### src/rtl/core/tepq_pkg.sv
// Types and constants of the timed event priority queue.
package tepq_pkg;

	localparam int TIME_W     = 32;
	localparam int PRIO_W     = 16;
	localparam int ACT_W      = 4;
	localparam int PAY_W      = 32;
	localparam int STS_W      = 3;
	localparam int OP_W       = 2;
	localparam int S_DATA_W   = 88;
	localparam int M_DATA_W   = 88;
	localparam int APB_ADDR_W = 3;
	localparam int APB_DATA_W = 32;
	localparam int REG_IDX_W  = APB_ADDR_W - 2;

	localparam logic [REG_IDX_W-1:0] REG_TIME_LIMIT = '0;

	typedef enum logic [OP_W-1:0] {
		OP_PUSH   = 2'd0,
		OP_POP    = 2'd1,
		OP_DELETE = 2'd2,
		OP_CLEAR  = 2'd3
	} op_t;

	typedef enum logic [STS_W-1:0] {
		STS_OK        = 3'd0,
		STS_EMPTY     = 3'd1,
		STS_LIMIT     = 3'd2,
		STS_FULL      = 3'd3,
		STS_PAST      = 3'd4,
		STS_NOT_FOUND = 3'd5
	} status_t;

	typedef enum logic [2:0] {
		S_IDLE,
		S_START,
		S_PUSH_SCAN,
		S_PUSH_INS,
		S_REM,
		S_FIN
	} state_t;

	typedef struct packed {
		logic ahead;      // stored entry stays ahead of the key
		logic act_match;  // stored action code equals the key's
	} cmp_res_t;

endpackage

### src/rtl/core/tepq_cmp.sv
// Shared order and action compare between a stored entry and the current key.
module tepq_cmp
	import tepq_pkg::*;
(
	input  logic        [TIME_W-1:0] ent_time,
	input  logic signed [PRIO_W-1:0] ent_prio,
	input  logic        [ACT_W-1:0]  ent_act,
	input  logic        [TIME_W-1:0] key_time,
	input  logic signed [PRIO_W-1:0] key_prio,
	input  logic        [ACT_W-1:0]  key_act,
	output cmp_res_t                 res
);

	always_comb begin
		// equal time falls back to priority; equal priority keeps arrival order
		if (ent_time != key_time) begin
			res.ahead = ent_time < key_time;
		end else begin
			res.ahead = ent_prio >= key_prio;
		end
		res.act_match = ent_act == key_act;
	end

endmodule

### src/rtl/core/tepq_ctrl.sv
// Sequencer: walks the sorted store one entry per cycle for insert and remove.
module tepq_ctrl
	import tepq_pkg::*;
#(
	parameter int DEPTH = 64,
	parameter int PAYLOAD_BITS = 32,
	localparam int AW = $clog2(DEPTH),
	localparam int EW = TIME_W + PRIO_W + ACT_W + PAYLOAD_BITS
) (
	input  logic                     clk,
	input  logic                     arst_n,
	input  logic                     in_valid,
	output logic                     in_ready,
	input  op_t                      in_op,
	input  logic        [TIME_W-1:0] in_time,
	input  logic signed [PRIO_W-1:0] in_prio,
	input  logic        [ACT_W-1:0]  in_act,
	input  logic        [PAY_W-1:0]  in_payload,
	input  logic        [TIME_W-1:0] time_limit,
	output logic                     out_valid,
	input  logic                     out_ready,
	output status_t                  out_status,
	output logic        [TIME_W-1:0] out_time,
	output logic signed [PRIO_W-1:0] out_prio,
	output logic        [ACT_W-1:0]  out_act,
	output logic        [PAY_W-1:0]  out_payload,
	output logic                     mem_wr_en,
	output logic        [AW-1:0]     mem_wr_addr,
	output logic        [EW-1:0]     mem_wr_data,
	output logic        [AW-1:0]     mem_rd_addr,
	input  logic        [EW-1:0]     mem_rd_data
);

	localparam int CW = $clog2(DEPTH + 1);

	state_t state_q, state_d;

	op_t                      op_q;
	logic        [TIME_W-1:0] time_in_q;
	logic signed [PRIO_W-1:0] prio_in_q;
	logic        [ACT_W-1:0]  act_in_q;
	logic [PAYLOAD_BITS-1:0]  pay_in_q;
	logic [EW-1:0]            head_q;
	logic [AW-1:0]            idx_q;
	logic [CW-1:0]            count_q;
	logic [TIME_W-1:0]        cur_time_q;
	logic                     found_q;
	status_t                  sts_q;

	logic                     out_valid_q;
	status_t                  out_status_q;
	logic        [TIME_W-1:0] out_time_q;
	logic signed [PRIO_W-1:0] out_prio_q;
	logic        [ACT_W-1:0]  out_act_q;
	logic        [PAY_W-1:0]  out_pay_q;

	// control decoded by the output block
	logic          idx_ld;
	logic [AW-1:0] idx_d;
	logic          cnt_inc, cnt_dec, cnt_clr;
	logic          found_clr, found_set;
	logic          sts_ld;
	status_t       sts_d;
	logic          out_ld;

	logic [63:0] pay_in_ext;
	logic [63:0] head_pay_ext;
	logic [EW-1:0] new_entry;

	logic        [TIME_W-1:0] rd_time;
	logic signed [PRIO_W-1:0] rd_prio;
	logic        [ACT_W-1:0]  rd_act;
	logic        [TIME_W-1:0] head_time;
	logic signed [PRIO_W-1:0] head_prio;
	logic        [ACT_W-1:0]  head_act;

	cmp_res_t cmp;

	logic full, past, empty, last_idx, rem_match, found_now, can_out, deliver;

	assign pay_in_ext   = 64'(in_payload);
	assign new_entry    = {pay_in_q, act_in_q, prio_in_q, time_in_q};

	assign rd_time   = mem_rd_data[TIME_W-1:0];
	assign rd_prio   = $signed(mem_rd_data[TIME_W +: PRIO_W]);
	assign rd_act    = mem_rd_data[TIME_W+PRIO_W +: ACT_W];
	assign head_time = head_q[TIME_W-1:0];
	assign head_prio = $signed(head_q[TIME_W +: PRIO_W]);
	assign head_act  = head_q[TIME_W+PRIO_W +: ACT_W];
	assign head_pay_ext = 64'(head_q[EW-1 -: PAYLOAD_BITS]);

	tepq_cmp u_cmp (
		.ent_time (rd_time),
		.ent_prio (rd_prio),
		.ent_act  (rd_act),
		.key_time (time_in_q),
		.key_prio (prio_in_q),
		.key_act  (act_in_q),
		.res      (cmp)
	);

	assign full      = count_q == CW'(DEPTH);
	assign past      = time_in_q < cur_time_q;
	assign empty     = count_q == '0;
	assign last_idx  = (CW'(idx_q) + CW'(1)) == count_q;
	assign rem_match = (op_q == OP_POP) ? (idx_q == '0) : cmp.act_match;
	assign found_now = found_q | rem_match;
	assign can_out   = !out_valid_q || out_ready;
	// a pop that found its head delivers it unless it lies past the limit
	assign deliver   = (op_q == OP_POP) && (sts_q == STS_OK) && (head_time <= time_limit);

	// next state
	always_comb begin
		state_d = state_q;
		unique case (state_q)
			S_IDLE: begin
				if (in_valid) state_d = S_START;
			end
			S_START: begin
				unique case (op_q)
					OP_PUSH: begin
						if (full || past) state_d = S_FIN;
						else if (empty) state_d = S_PUSH_INS;
						else state_d = S_PUSH_SCAN;
					end
					OP_POP, OP_DELETE: begin
						state_d = empty ? S_FIN : S_REM;
					end
					OP_CLEAR: state_d = S_FIN;
					default: state_d = S_FIN;
				endcase
			end
			S_PUSH_SCAN: begin
				if (cmp.ahead) state_d = S_FIN;
				else if (idx_q == '0) state_d = S_PUSH_INS;
			end
			S_PUSH_INS: state_d = S_FIN;
			S_REM: begin
				if (last_idx) state_d = S_FIN;
			end
			S_FIN: begin
				if (can_out) state_d = S_IDLE;
			end
			default: state_d = S_IDLE;
		endcase
	end

	// sequencer outputs
	always_comb begin
		in_ready    = 1'b0;
		mem_wr_en   = 1'b0;
		mem_wr_addr = idx_q;
		mem_wr_data = new_entry;
		mem_rd_addr = idx_q;
		idx_ld      = 1'b0;
		idx_d       = idx_q;
		cnt_inc     = 1'b0;
		cnt_dec     = 1'b0;
		cnt_clr     = 1'b0;
		found_clr   = 1'b0;
		found_set   = 1'b0;
		sts_ld      = 1'b0;
		sts_d       = sts_q;
		out_ld      = 1'b0;
		unique case (state_q)
			S_IDLE: in_ready = 1'b1;
			S_START: begin
				sts_ld = 1'b1;
				unique case (op_q)
					OP_PUSH: begin
						if (full) sts_d = STS_FULL;
						else if (past) sts_d = STS_PAST;
						else sts_d = STS_OK;
						// scan from the tail toward the head
						idx_ld      = 1'b1;
						idx_d       = empty ? '0 : AW'(count_q - CW'(1));
						mem_rd_addr = idx_d;
					end
					OP_POP: begin
						sts_d       = empty ? STS_EMPTY : STS_OK;
						idx_ld      = 1'b1;
						idx_d       = '0;
						mem_rd_addr = '0;
						found_clr   = 1'b1;
					end
					OP_DELETE: begin
						sts_d       = STS_NOT_FOUND;
						idx_ld      = 1'b1;
						idx_d       = '0;
						mem_rd_addr = '0;
						found_clr   = 1'b1;
					end
					OP_CLEAR: begin
						sts_d   = STS_OK;
						cnt_clr = 1'b1;
					end
					default: sts_d = STS_OK;
				endcase
			end
			S_PUSH_SCAN: begin
				mem_wr_en   = 1'b1;
				mem_wr_addr = idx_q + AW'(1);
				if (cmp.ahead) begin
					mem_wr_data = new_entry;
					cnt_inc     = 1'b1;
				end else begin
					// move the entry one slot up, read the next one down
					mem_wr_data = mem_rd_data;
					if (idx_q != '0) begin
						idx_ld      = 1'b1;
						idx_d       = idx_q - AW'(1);
						mem_rd_addr = idx_d;
					end
				end
			end
			S_PUSH_INS: begin
				mem_wr_en   = 1'b1;
				mem_wr_addr = idx_q;
				mem_wr_data = new_entry;
				cnt_inc     = 1'b1;
			end
			S_REM: begin
				if (found_q) begin
					// close the gap behind the removed entry
					mem_wr_en   = 1'b1;
					mem_wr_addr = idx_q - AW'(1);
					mem_wr_data = mem_rd_data;
				end else if (rem_match) begin
					found_set = 1'b1;
					sts_ld    = 1'b1;
					sts_d     = STS_OK;
				end
				if (last_idx) begin
					cnt_dec = found_now;
				end else begin
					idx_ld      = 1'b1;
					idx_d       = idx_q + AW'(1);
					mem_rd_addr = idx_d;
				end
			end
			S_FIN: out_ld = can_out;
			default: in_ready = 1'b0;
		endcase
	end

	always_ff @(posedge clk or negedge arst_n) begin
		if (!arst_n) begin
			state_q     <= S_IDLE;
			idx_q       <= '0;
			count_q     <= '0;
			cur_time_q  <= '0;
			found_q     <= 1'b0;
			sts_q       <= STS_OK;
			out_valid_q <= 1'b0;
		end else begin
			state_q <= state_d;
			if (idx_ld) idx_q <= idx_d;
			if (cnt_clr) count_q <= '0;
			else if (cnt_inc) count_q <= count_q + CW'(1);
			else if (cnt_dec) count_q <= count_q - CW'(1);
			if (found_clr) found_q <= 1'b0;
			else if (found_set) found_q <= 1'b1;
			if (sts_ld) sts_q <= sts_d;
			if (out_ld) begin
				out_valid_q <= 1'b1;
				if (deliver) cur_time_q <= head_time;
			end else if (out_ready) begin
				out_valid_q <= 1'b0;
			end
		end
	end

	always_ff @(posedge clk) begin
		if (in_valid && in_ready) begin
			op_q      <= in_op;
			time_in_q <= in_time;
			prio_in_q <= in_prio;
			act_in_q  <= in_act;
			pay_in_q  <= pay_in_ext[PAYLOAD_BITS-1:0];
		end
		if (found_set) head_q <= mem_rd_data;
		if (out_ld) begin
			if (deliver) begin
				out_status_q <= STS_OK;
				out_time_q   <= head_time;
				out_prio_q   <= head_prio;
				out_act_q    <= head_act;
				out_pay_q    <= head_pay_ext[PAY_W-1:0];
			end else begin
				out_status_q <= (op_q == OP_POP && sts_q == STS_OK) ? STS_LIMIT : sts_q;
				out_time_q   <= '0;
				out_prio_q   <= '0;
				out_act_q    <= '0;
				out_pay_q    <= '0;
			end
		end
	end

	assign out_valid   = out_valid_q;
	assign out_status  = out_status_q;
	assign out_time    = out_time_q;
	assign out_prio    = out_prio_q;
	assign out_act     = out_act_q;
	assign out_payload = out_pay_q;

endmodule

### config.mk
export PLATFORM = sky130hd
export DESIGN_NAME = tepq_ctrl
export DESIGN_NICKNAME = d
export VERILOG_FILES = /design/src/rtl/core/tepq_pkg.sv /design/src/rtl/core/tepq_cmp.sv /design/src/rtl/core/tepq_ctrl.sv
export SDC_FILE = /design/constraint.sdc
export NUM_CORES = 1
export LEC_CHECK = 0
export BUFFER_PORTS_ARGS = -buffer_cell sky130_fd_sc_hd__buf_2
export CORE_UTILIZATION = 55
export CTS_CLUSTER_DIAMETER = 30
export DETAILED_ROUTE_END_ITERATION = 16
export HOLD_SLACK_MARGIN = 0.15
export PLACE_DENSITY = 0.92
export SYNTH_ARGS = -nofsm -noshare
export SYNTH_HDL_FRONTEND = slang
export SYNTH_SLANG_ARGS = --single-unit
### constraint.sdc
create_clock -name clk -period 14.6 [get_ports clk]
set_clock_uncertainty 0.05 [all_clocks]
set_input_delay 1.46 -clock clk [delete_from_list [all_inputs] [get_ports clk]]
set_output_delay 1.46 -clock clk [all_outputs]
set_load 0.1 [all_outputs]
==> Word level (Yosys, flattened, before mapping) <==
Cells that the tools add are included.
{ "word_totals": {"elab_cells": 129, "input_bits": 206, "ff_bits": 310, "output_inout_bits": 186} }
{ "classes": {"bitwise": 1, "eq_ne": 18, "n_addsub": 5, "n_mux": 59, "n_reduce_logical": 23, "n_lt_le_gt_ge": 4} }
{ "op_table": {"columns": ["operator", "n"], "rows": [
  ["84-bit two-way mux", 2],
  ["84-bit one-hot mux with 2 select lines", 1],
  ["32-bit less-than comparator", 2],
  ["32-bit <= comparator", 1],
  ["32-bit inequality test", 1],
  ["3-bit two-way mux", 10],
  ["6-bit two-way mux", 5],
  ["1-bit two-way mux", 26],
  ["6-bit one-hot mux with 2 select lines", 2],
  ["7-bit two-way mux", 3],
  ["3-bit one-hot mux with 6 select lines", 1],
  ["6-bit one-hot mux with 3 select lines", 1],
  ["16-bit >= comparator", 1],
  ["3-bit one-hot mux with 4 select lines", 1],
  ["2-bit inequality test (second input constant)", 5],
  ["3-bit one-hot mux with 3 select lines", 1],
  ["4-bit AND reduction", 2],
  ["6-bit by 1-bit adder with 7-bit output (second input constant)", 1],
  ["7-bit by 1-bit adder with 7-bit output (second input constant)", 1],
  ["7-bit == test", 1],
  ["7-bit == test (second input constant)", 1],
  ["7-bit logical NOT", 1],
  ["7-bit by 1-bit subtractor with 7-bit output (second input constant)", 1],
  ["6-bit by 1-bit adder with 6-bit output (second input constant)", 1],
  ["25 further kinds", 38]
]} }

==> Longest topological paths before layout <==
Gate-level depths: netlist of the first run.
{ "depth": {"depth_word": 8, "ltp_mapped": 12, "ltp_nobuf": 10} }

==> Cells and area by module <==
A second synthesis of the first run with hierarchy kept.
{ "unflattened": {"cells_unflattened": 1405, "area_unflattened_um2": 15828.9} }
{ "by_module_without_submodules": {"columns": ["module", "n_inst", "seq_area_each_um2", "area_each_um2", "cells_per_inst"], "rows": [
  ["tepq_ctrl", 1, 9043.7, 14550.2, 1228],
  ["tepq_cmp", 1, 0.0, 1278.7, 177]
]} }

==> Worst setup path before layout of the first run <==
No wires, ideal clock.
{ "synth_timing": {"kind": "in2reg", "start": "input port mem_rd_data[48]", "end": "register head_q[0], enable pin", "path_slack_ns": 5.609, "path_buffers": 0, "path_stages": 5, "arrival_ns": 8.294, "setup_ns": 0.648, "required_time_ns": 13.902, "cell_sequence": "xor2_1 > nor4_1 > nand2_1 > o21ai_0 > nor3b_1"} }
{ "synth_via": {"elab_chain_len": 5} }
{ "synth_rtl": {"columns": ["item", "line_no", "text"], "rows": [
  ["from (decl)", "tepq_ctrl.sv:31", "input logic [EW-1:0] mem_rd_data"],
  ["4-bit == test", "tepq_cmp.sv:21", "res.act_match = ent_act == key_act;"],
  ["1-bit two-way mux", "tepq_ctrl.sv:106", "assign rem_match = (op_q == OP_POP) ? (idx_q == '0) : cmp.act_match;"],
  ["1-bit two-way mux", "tepq_ctrl.sv:228", "end else if (rem_match) begin"],
  ["1-bit two-way mux", "tepq_ctrl.sv:223", "if (found_q) begin"],
  ["1-bit two-way mux", "tepq_ctrl.sv:165", "unique case (state_q)"],
  ["via found_set", "tepq_ctrl.sv:61", "logic found_clr, found_set;"],
  ["to (signal assigned)", "tepq_ctrl.sv:281", "if (found_set) head_q <= mem_rd_data;"],
  ["to (decl)", "tepq_ctrl.sv:43", "logic [EW-1:0] head_q;"]
]} }
The timed path passes the listed nets, and every way through them passes these cells.
A chain may end at the register's enable or synchronous reset.

==> Worst setup path after layout of the first run <==
{ "layout_timing": {"start": "input port mem_rd_data[23]", "end": "output port mem_wr_data[24]"} }
{ "layout_via": {"elab_chain_len": 4, "word_cells_on_any_way": 5, "cone_classes": "order compare (1); eq/ne (1); mux (3)"} }
{ "layout_rtl": {"columns": ["item", "line_no", "text"], "rows": [
  ["32-bit less-than comparator / 32-bit inequality test (equally long branches)", "tepq_cmp.sv:17, tepq_cmp.sv:16", null],
  ["1-bit two-way mux (*)", "tepq_cmp.sv:16", "if (ent_time != key_time) begin"],
  ["84-bit two-way mux (*)", "tepq_ctrl.sv:203", "if (cmp.ahead) begin"],
  ["84-bit one-hot mux with 2 select lines (*)", "tepq_ctrl.sv:165", null],
  ["to (decl)", "tepq_ctrl.sv:29", "output logic [EW-1:0] mem_wr_data,"]
]} }
Mark *: on every way between the ends. The rest lies on a longest branch, timed or not.

==> impl_metrics.json, run 1 <==
{
  "ys_warn_count": 0,
  "clockBufferDepth": 3,
  "register_area_sq_um": 9040,
  "grt_pass1_vias": 12800,
  "critPathSlowestCell": "buf_4",
  "grt_usage_pct": 31.5,
  "power_density_nw_per_um2": 251,
  "wl_mm": 47.3,
  "detail-route-antenna-nets": 0,
  "ios": 392,
  "grt_max_degree": 89,
  "root_buffer": "clkbuf_16",
  "status": "finished clean",
  "synthMostInstantiatedCell": "edfxtp_1",
  "final-setup-viol-count": 0,
  "start_util_pct": 56.6,
  "synth_nets": 1639,
  "post-synth-top-area-cell": "edfxtp_1",
  "die_y_um": 172,
  "nFillCells": 1778,
  "drc_errors": 0,
  "yosysUniqueCellTypes": 71,
  "numCtsBuffers": 68,
  "stdcell_count": 2170,
  "drive_gt1_share_pct": 31.4,
  "worstMarginPinSlew_ns": 1.13,
  "clkSinkCount": 310,
  "worstSetupStartpointType": "input port",
  "path_buf_inv": 3,
  "grt_pass1_wl_mm": 69.4,
  "cts_resized": 0,
  "synth.avg_cell_area_sq_um": 12.1,
  "synth_area_sq_um": 15900,
  "die_x_um": 172,
  "netlist_instances": 1314,
  "worst_ep_arrival_time_ns": 5.47,
  "core-area_sq_um": 28100,
  "synth_top_area_share_pct": 48.5,
  "gp_congestion": 0.952,
  "syn_to_final_growth_pct": 29.1,
  "synth_area_leaders": "edfxtp_1 (49%), ha_1 (9.4%), dfrtp_1 (8.3%)",
  "overflow": 0,
  "post-route-min-period_ns": 6.98,
  "htreeDepth": 3,
  "min_period_over_period_pct": 47.8,
  "postCtsHoldBufs": 0,
  "crit_path_max_incr_delay_ns": 0.64,
  "crit_top_cell": "buf_2",
  "worstPathRequired_ns": 13.09,
  "antenna_found_initial": 5,
  "numPortBuffers": 391,
  "clk_latency_ns": 0.54,
  "die_area_sq_um": 29600,
  "multiInputGateArea_sq_um": 5920,
  "via_per_inst": 5.77,
  "post-place-cells": 2041,
  "cts_tree": "built",
  "drv_cap": 0,
  "nets": 2058,
  "async_flop_share_pct": 17.1,
  "rows": 61,
  "drtIter0Drc": 1080,
  "critPathMaxFanout": 35,
  "seq_area_frac_synth_pct": 56.9,
  "rsz0062_at_grt": "no",
  "fmax_ghz": 0.143,
  "fin_tns_setup_ns": 0,
  "relSlewSlack_pct": 24.4,
  "cts_setup_buffers": 0,
  "end_kind": "output pin",
  "p_leak_nw": 9.77,
  "ir_worst_vdd_uv": 326,
  "cp_cell_sequence": "buf_2 -> ha_1 -> nand4_1 -> nor3_1 -> or4b_4 -> a211o_4 -> and2_4 -> o21ai_4 -> buf_4 -> mux2i_1 -> buf_2",
  "routedWlPerCell_um": 21.8,
  "ys_ff_latch": 310,
  "synth_ff_type": "edfxtp_1",
  "slew_violations": 0,
  "vias": 12500,
  "critical_path_class": "input port to output pin",
  "clk_pin_slew_worst_paths_ns": 0.05,
  "cp_top_family": "simple AND/OR/NAND/NOR gates",
  "hpwl_mm": 32.5,
  "hold_viol": 0,
  "hp-class": "register to register",
  "synth_edf_count": 257,
  "dr.pass1.iters": 5,
  "yosys-top-cells-count": "edfxtp_1 (257), inv_1 (170), nand2_1 (129), ha_1 (119), mux2i_1 (89)"
}
## where the power goes
group	switching, mW	internal, mW
registers	0.126	1.18
clock network	0.504	1.09
logic	1.79	0.449
## per-layer routing
layer | GRT usage, % | part of all wire, % | wire, um | vias to the layer above
met5 | 0 | 0.023 | 11 | -
met1 | 36.3 | 36 | 17200 | 5990
met2 | 51.6 | 48 | 22900 | 772
met3 | 9.59 | 9.8 | 4660 | 204
li1 | - | - | - | 5560
met4 | 19.0 | 5.4 | 2550 | 2
## area by class of cell
type,count,share of cell area [%]
diodes,5,0.0609
clock buffers,78,8.62
clock inverters,46,3.10
inverters,170,3.11
multi-input cells,782,28.9
flip-flops and latches,310,44.1
well taps,378,2.30
repair buffers,401,9.90
## cell families after synthesis
family	Yosys count	share of synthesized area, %
simple gates	342	11.0
flops	310	56.9
buf+inv	222	6.08
compound gates	182	7.75
mux	122	7.96
fa+ha+maj	119	9.36
xor+xnor	17	0.936
## metrics by stage
| stage | hold slack (ns) | util [%] | worst slack [ns] | area (sq um) | power (mW) |
|---|---|---|---|---|---|
| after floorplan | 0.408 | - | 5.61 | 15900 | 3.10 |
| after global placement | 0.421 | 64.5 | 7.86 | 18100 | 3.45 |
| after detailed placement | 0.428 | 64.5 | 7.81 | 18100 | 3.51 |
| after CTS | 0.446 | 73.0 | 7.78 | 20500 | 5.13 |
| after global routing | 0.455 | 73.1 | 7.44 | 20500 | 5.32 |
| final | 0.438 | 73.1 | 7.62 | 20500 | 5.14 |
## worst paths after layout
| check | start | endpoint | slack [ns] | cells past startpoint |
|---|---|---|---|---|
| worst max-delay path | mem_rd_data[23] | mem_wr_data[24] | 7.62 | 11 |
| worst min-delay path | head_q[54] | out_payload[2] | 0.44 | 1 |
| worst max register to register | head_q[26] | cur_time_q[15] | 10.04 | 10 |
| worst min register to register | head_q[54] | out_payload[2] | 0.44 | 1 |
| max in group asynchronous | arst_n | cur_time_q[27] | 12.92 | 2 |
| min in group asynchronous | arst_n | cur_time_q[8] | 0.99 | 2 |
## state kept, by name, summed over array words and instances (netlist names)
| name | flops |
|---|---|
| act_in_q | 4 |
| count_q | 7 |
| cur_time_q | 32 |
| found_q | 1 |
| head_q | 84 |
| idx_q | 6 |
| op_q | 2 |
| out_act | 4 |
| out_payload | 32 |
| out_prio | 16 |
| out_status | 3 |
| out_time | 32 |
| out_valid | 1 |
| pay_in_q | 32 |
| prio_in_q | 16 |
| state_q | 3 |
| sts_q | 3 |
| time_in_q | 32 |
## cell usage in the layout (no fill, tap or decap), drive strengths merged, types with 46 or more instances in the layout
cell type	n
a21oi	46
and2	88
buf	401
clkbuf	78
dfrtp	53
edfxtp	257
ha	119
inv	180
mux2i	89
nand2	129
Note: power is estimated with default switching activity, not from simulation.
==> inputs of run 2 (changes only) <==
CORE_UTILIZATION = 49   (was 55)
PLACE_DENSITY = 0.87   (was 0.92)
clock period = 5.6 ns   (was 14.6 ns; I/O delays follow)
==> impl_metrics.json, run 2 (synthesis gave the netlist of run 1 again) <==
{
  "rsz0062_at_grt": "no",
  "gp_congestion": 0.982,
  "worstMarginPinSlew_ns": 0.881,
  "ir_worst_vdd_uv": 866,
  "critPathSlowestCell": "or4_4",
  "wl_mm": 51.0,
  "routedWlPerCell_um": 22.0,
  "slew_violations": 0,
  "drv_cap": 0,
  "multiInputGateArea_sq_um": 5930,
  "grt_pass1_wl_mm": 76.6,
  "die_area_sq_um": 33200,
  "regMostFlops": "head_q",
  "cts_tree": "built",
  "hp-class": "input port to register",
  "die_x_um": 182,
  "path_buf_inv": 4,
  "cp_top_family": "simple AND/OR/NAND/NOR gates",
  "hpwl_mm": 32.8,
  "nets": 2180,
  "critical_path_class": "input port to output pin",
  "crit_path_max_incr_delay_ns": 0.57,
  "post_dp_cell_area_sq_um": 18500,
  "start_util_pct": 50.1,
  "rows": 65,
  "dr.pass1.iters": 5,
  "post-route-min-period_ns": 5.40,
  "largest_register_ffs": 84,
  "fin_area_sq_um": 22100,
  "worstPathRequired_ns": 4.99,
  "vias": 13200,
  "most-common-layout-cells": "buf_2 (371), edfxtp_1 (257), inv_1 (170)",
  "grt_usage_pct": 30.6,
  "htreeDepth": 3,
  "via_per_inst": 5.68,
  "totalPowerFinal_mw": 13.6,
  "fmax_ghz": 0.185,
  "p_leak_nw": 10.4,
  "overflow": 0,
  "worstSetupStartpointType": "input port",
  "end_kind": "output pin",
  "numPortBuffers": 391,
  "grt_pass1_vias": 13600,
  "root_buffer": "clkbuf_16",
  "status": "finished clean",
  "detail-route-antenna-nets": 0,
  "cp_cell_sequence": "dlygate4sd3_1 -> buf_2 -> ha_1 -> nand4_1 -> or4_4 -> or4b_4 -> a211o_4 -> and2_4 -> o21ai_4 -> buf_12 -> mux2i_1 -> buf_2",
  "ios": 392,
  "final-setup-viol-count": 0,
  "hold_viol": 0,
  "antenna_found_initial": 2,
  "fin_tns_setup_ns": 0,
  "drtIter0Drc": 1193,
  "stdcell_count": 2317,
  "core-area_sq_um": 31700,
  "clk_latency_ns": 0.56,
  "numCtsBuffers": 71,
  "post-place-cells": 2067,
  "grt_max_degree": 84,
  "register_area_sq_um": 9040,
  "clkSinkCount": 310,
  "crit_top_cell": "buf_2",
  "drc_errors": 0,
  "final_common_cell": "buf_2",
  "die_y_um": 182,
  "clk_pin_slew_worst_paths_ns": 0.04,
  "drive_gt1_share_pct": 29.7,
  "relSlewSlack_pct": 40.8,
  "worst_ep_arrival_time_ns": 4.79,
  "min_period_over_period_pct": 96.4,
  "power_density_nw_per_um2": 617,
  "critPathMaxFanout": 49,
  "syn_to_final_growth_pct": 38.7,
  "clockBufferDepth": 3,
  "nFillCells": 2074
}
## run 2: changes by cell type in the layout (fill, tap and decap cells not counted), sizes merged, moves of 3 or more
cell / before / now
bufinv: 12 / 6
clkbuf: 78 / 93
clkinv: 19 / 15
clkinvlp: 5 / 8
diode: 5 / 2
dlygate4sd3: 0 / 117
## run 2: layout make-up
cell class	instances	share of cell area (%)
inverters	170	2.89
well taps	402	2.28
multi-input cells	782	26.9
clock buffers	93	8.94
flip-flops and latches	310	41.0
clock inverters	38	1.89
diodes	2	0.0227
repair buffers	520	16.1
## run 2: repair_timing
| action | CTS | global route |
|---|---|---|
| gates resized for setup | 0 | 1 |
| hold buffers | 113 | 4 |
| endpoints found under the hold margin | 165 | 4 |
| setup endpoints to repair | 0 | 1 |
| buffers inserted | 0 | 0 |
## run 2: worst paths after layout
kind | startpoint | endpoint | slack (ns) | cells after the start
min in group asynchronous | arst_n | state_q[0] | 0.65 | 3
setup / recovery | mem_rd_data[10] | mem_wr_data[39] | 0.20 | 12
max in group asynchronous | arst_n | cur_time_q[31] | 4.34 | 3
hold / removal | mem_rd_data[18] | head_q[18] | 0.17 | 1
hold reg to reg | cur_time_q[8] | cur_time_q[8] | 0.44 | 1
setup reg to reg | head_q[26] | cur_time_q[16] | 1.15 | 10
## run 2: per-stage QoR
stage / setup WS, ns / util, % / hold slack, ns
detailed placement: 0.877 / 58.3 / 0.428
CTS: 0.310 / 69.4 / 0.150
finish: 0.200 / 69.5 / 0.174
global placement: 0.949 / 58.3 / 0.420
floorplan: 0.0289 / - / 0.214
global route: 0.0766 / 69.5 / 0.151
## run 2: report_power, final
group / internal, mW / switching (mW)
clock: 2.77 / 1.33
sequential: 3.09 / 0.332
combinational: 1.37 / 4.73
total: 7.23 / 6.38
## run 2: routing by layer
layer	up-vias	wire [um]	GRT usage (%)
li1	5802	-	-
met1	6328	18600	35.4
met2	824	25200	52.0
met3	209	4420	8.00
met4	0	2760	16.7
met5	-	0	0
## run 2: worst register-to-register path, stage by stage, from the launching register on
cell      delay, ns
edfxtp_1       0.45
ha_1           0.36
nand4_1        0.25
nor4_1         0.72
nand4_1        0.32
nor2b_1        0.22
a22o_1         0.27
nor3_2         0.25
and2_1         0.62
buf_4          0.42
mux2_2         0.39
==> inputs of run 3 (changes only) <==
RECOVER_POWER = 100   (was unset)
==> impl_metrics.json, run 3 (synthesis gave the netlist of run 1 again) <==
{
  "status": "finished, violations left",
  "violations": "max-capacitance violations, max-slew violations",
  "power_density_nw_per_um2": 624,
  "fmax_ghz": 0.181,
  "core-area_sq_um": 31700,
  "clkSinkCount": 310,
  "multiInputGateArea_sq_um": 5900,
  "regMostFlops": "head_q",
  "post_dp_cell_area_sq_um": 18500,
  "register_area_sq_um": 9040,
  "worstSetupStartpointType": "input port",
  "hold_viol": 0,
  "cp_cell_sequence": "dlygate4sd3_1 -> clkbuf_1 -> ha_1 -> nand4_1 -> or4_4 -> or4b_4 -> a211o_4 -> and2_4 -> o21ai_4 -> buf_12 -> mux2i_1 -> clkbuf_2",
  "clk_latency_ns": 0.56,
  "numCtsBuffers": 71,
  "nets": 2180,
  "vias": 13100,
  "drc_errors": 0,
  "grt_pass1_wl_mm": 76.6,
  "cts_setup_buffers": 0,
  "relSlewSlack_pct": -116,
  "ir_worst_vdd_uv": 860,
  "fin_area_sq_um": 21500,
  "drive_gt1_share_pct": 19.4,
  "wl_mm": 51.0,
  "critical_path_class": "input port to output pin",
  "totalPowerFinal_mw": 13.4,
  "drtIter0Drc": 1145,
  "path_buf_inv": 4,
  "nFillCells": 2254,
  "cts_tree": "built",
  "most-common-layout-cells": "edfxtp_1 (257), clkbuf_1 (204), inv_1 (170)",
  "drv_cap": 5,
  "syn_to_final_growth_pct": 35.3,
  "clockBufferDepth": 3,
  "critPathSlowestCell": "or4_4",
  "worstMarginPinSlew_ns": 3.24,
  "numPortBuffers": 391,
  "via_per_inst": 5.66,
  "grt_pass1_vias": 13600,
  "critPathMaxFanout": 35,
  "grt_max_degree": 84,
  "min_period_over_period_pct": 98.5,
  "ios": 392,
  "final-setup-viol-count": 0,
  "fin_tns_setup_ns": 0,
  "worstPathRequired_ns": 4.99,
  "rows": 65,
  "rsz0062_at_grt": "no",
  "detail-route-antenna-nets": 0,
  "routedWlPerCell_um": 22.0,
  "die_area_sq_um": 33200,
  "root_buffer": "clkbuf_16",
  "hpwl_mm": 32.8,
  "die_x_um": 182,
  "crit_path_max_incr_delay_ns": 0.57,
  "dr.pass1.iters": 5,
  "post-route-min-period_ns": 5.51,
  "gp_congestion": 0.982,
  "overflow": 0,
  "clk_pin_slew_worst_paths_ns": 0.04,
  "slew_violations": 245,
  "fin_util_pct": 67.8,
  "cp_top_family": "simple AND/OR/NAND/NOR gates",
  "htreeDepth": 3,
  "hp-class": "input port to register",
  "antenna_found_initial": 2,
  "worst_ep_arrival_time_ns": 4.90,
  "final_common_cell": "edfxtp_1",
  "largest_register_ffs": 84,
  "start_util_pct": 50.1,
  "p_leak_nw": 9.69,
  "die_y_um": 182,
  "end_kind": "output pin",
  "grt_usage_pct": 30.6
}
==> run 3: through the flow <==
step / setup slack [ns] / hold slack (ns) / std cells
detailed placement: 0.877 / 0.428 / 2067
CTS: 0.310 / 0.150 / 2311
global placement: 0.949 / 0.420 / 2067
floorplan: 0.0289 / 0.214 / 1314
finish: 0.0866 / 0.217 / 2317
global route: 0.0402 / 0.208 / 2317
==> run 3: area by class of cell <==
class	count	share of cell area [%]
antenna	2	0.0233
inverter	170	2.97
sequential	310	42.0
timing repair buffer	520	14.1
multi-input combinational	782	27.4
tap	402	2.34
clock buffer	93	9.17
clock inverter	38	1.94
==> run 3: path summary, 6_finish.rpt <==
| kind | start | endpoint | slack, ns | cells past startpoint |
|---|---|---|---|---|
| max in group asynchronous | arst_n | cur_time_q[30] | 1.99 | 3 |
| min in group asynchronous | arst_n | out_valid | 1.66 | 3 |
| worst min register to register | cur_time_q[8] | cur_time_q[8] | 0.44 | 1 |
| worst min-delay path | mem_rd_data[71] | head_q[71] | 0.22 | 1 |
| worst max register to register | head_q[26] | cur_time_q[31] | 0.66 | 10 |
| worst max-delay path | mem_rd_data[10] | mem_wr_data[25] | 0.09 | 12 |
==> run 3: what timing repair did <==
item / CTS / global route
setup endpoints to repair: 0 / 1
hold buffers: 113 / 4
resized for setup: 0 / 1
endpoints found under the hold margin: 165 / 4
==> run 3: where the power goes <==
part | internal [mW] | switching, mW
clock network | 2.77 | 1.33
logic | 1.17 | 4.70
registers | 3.11 | 0.333
total | 7.05 | 6.37
==> run 3: layer usage <==
metal | wire (um) | share of wire, % | GRT usage, %
met3 | 4390 | 8.6 | 8.00
met5 | 0 | 0 | 0
met1 | 18600 | 36 | 35.4
met2 | 25200 | 49 | 52.0
met4 | 2780 | 5.5 | 16.7
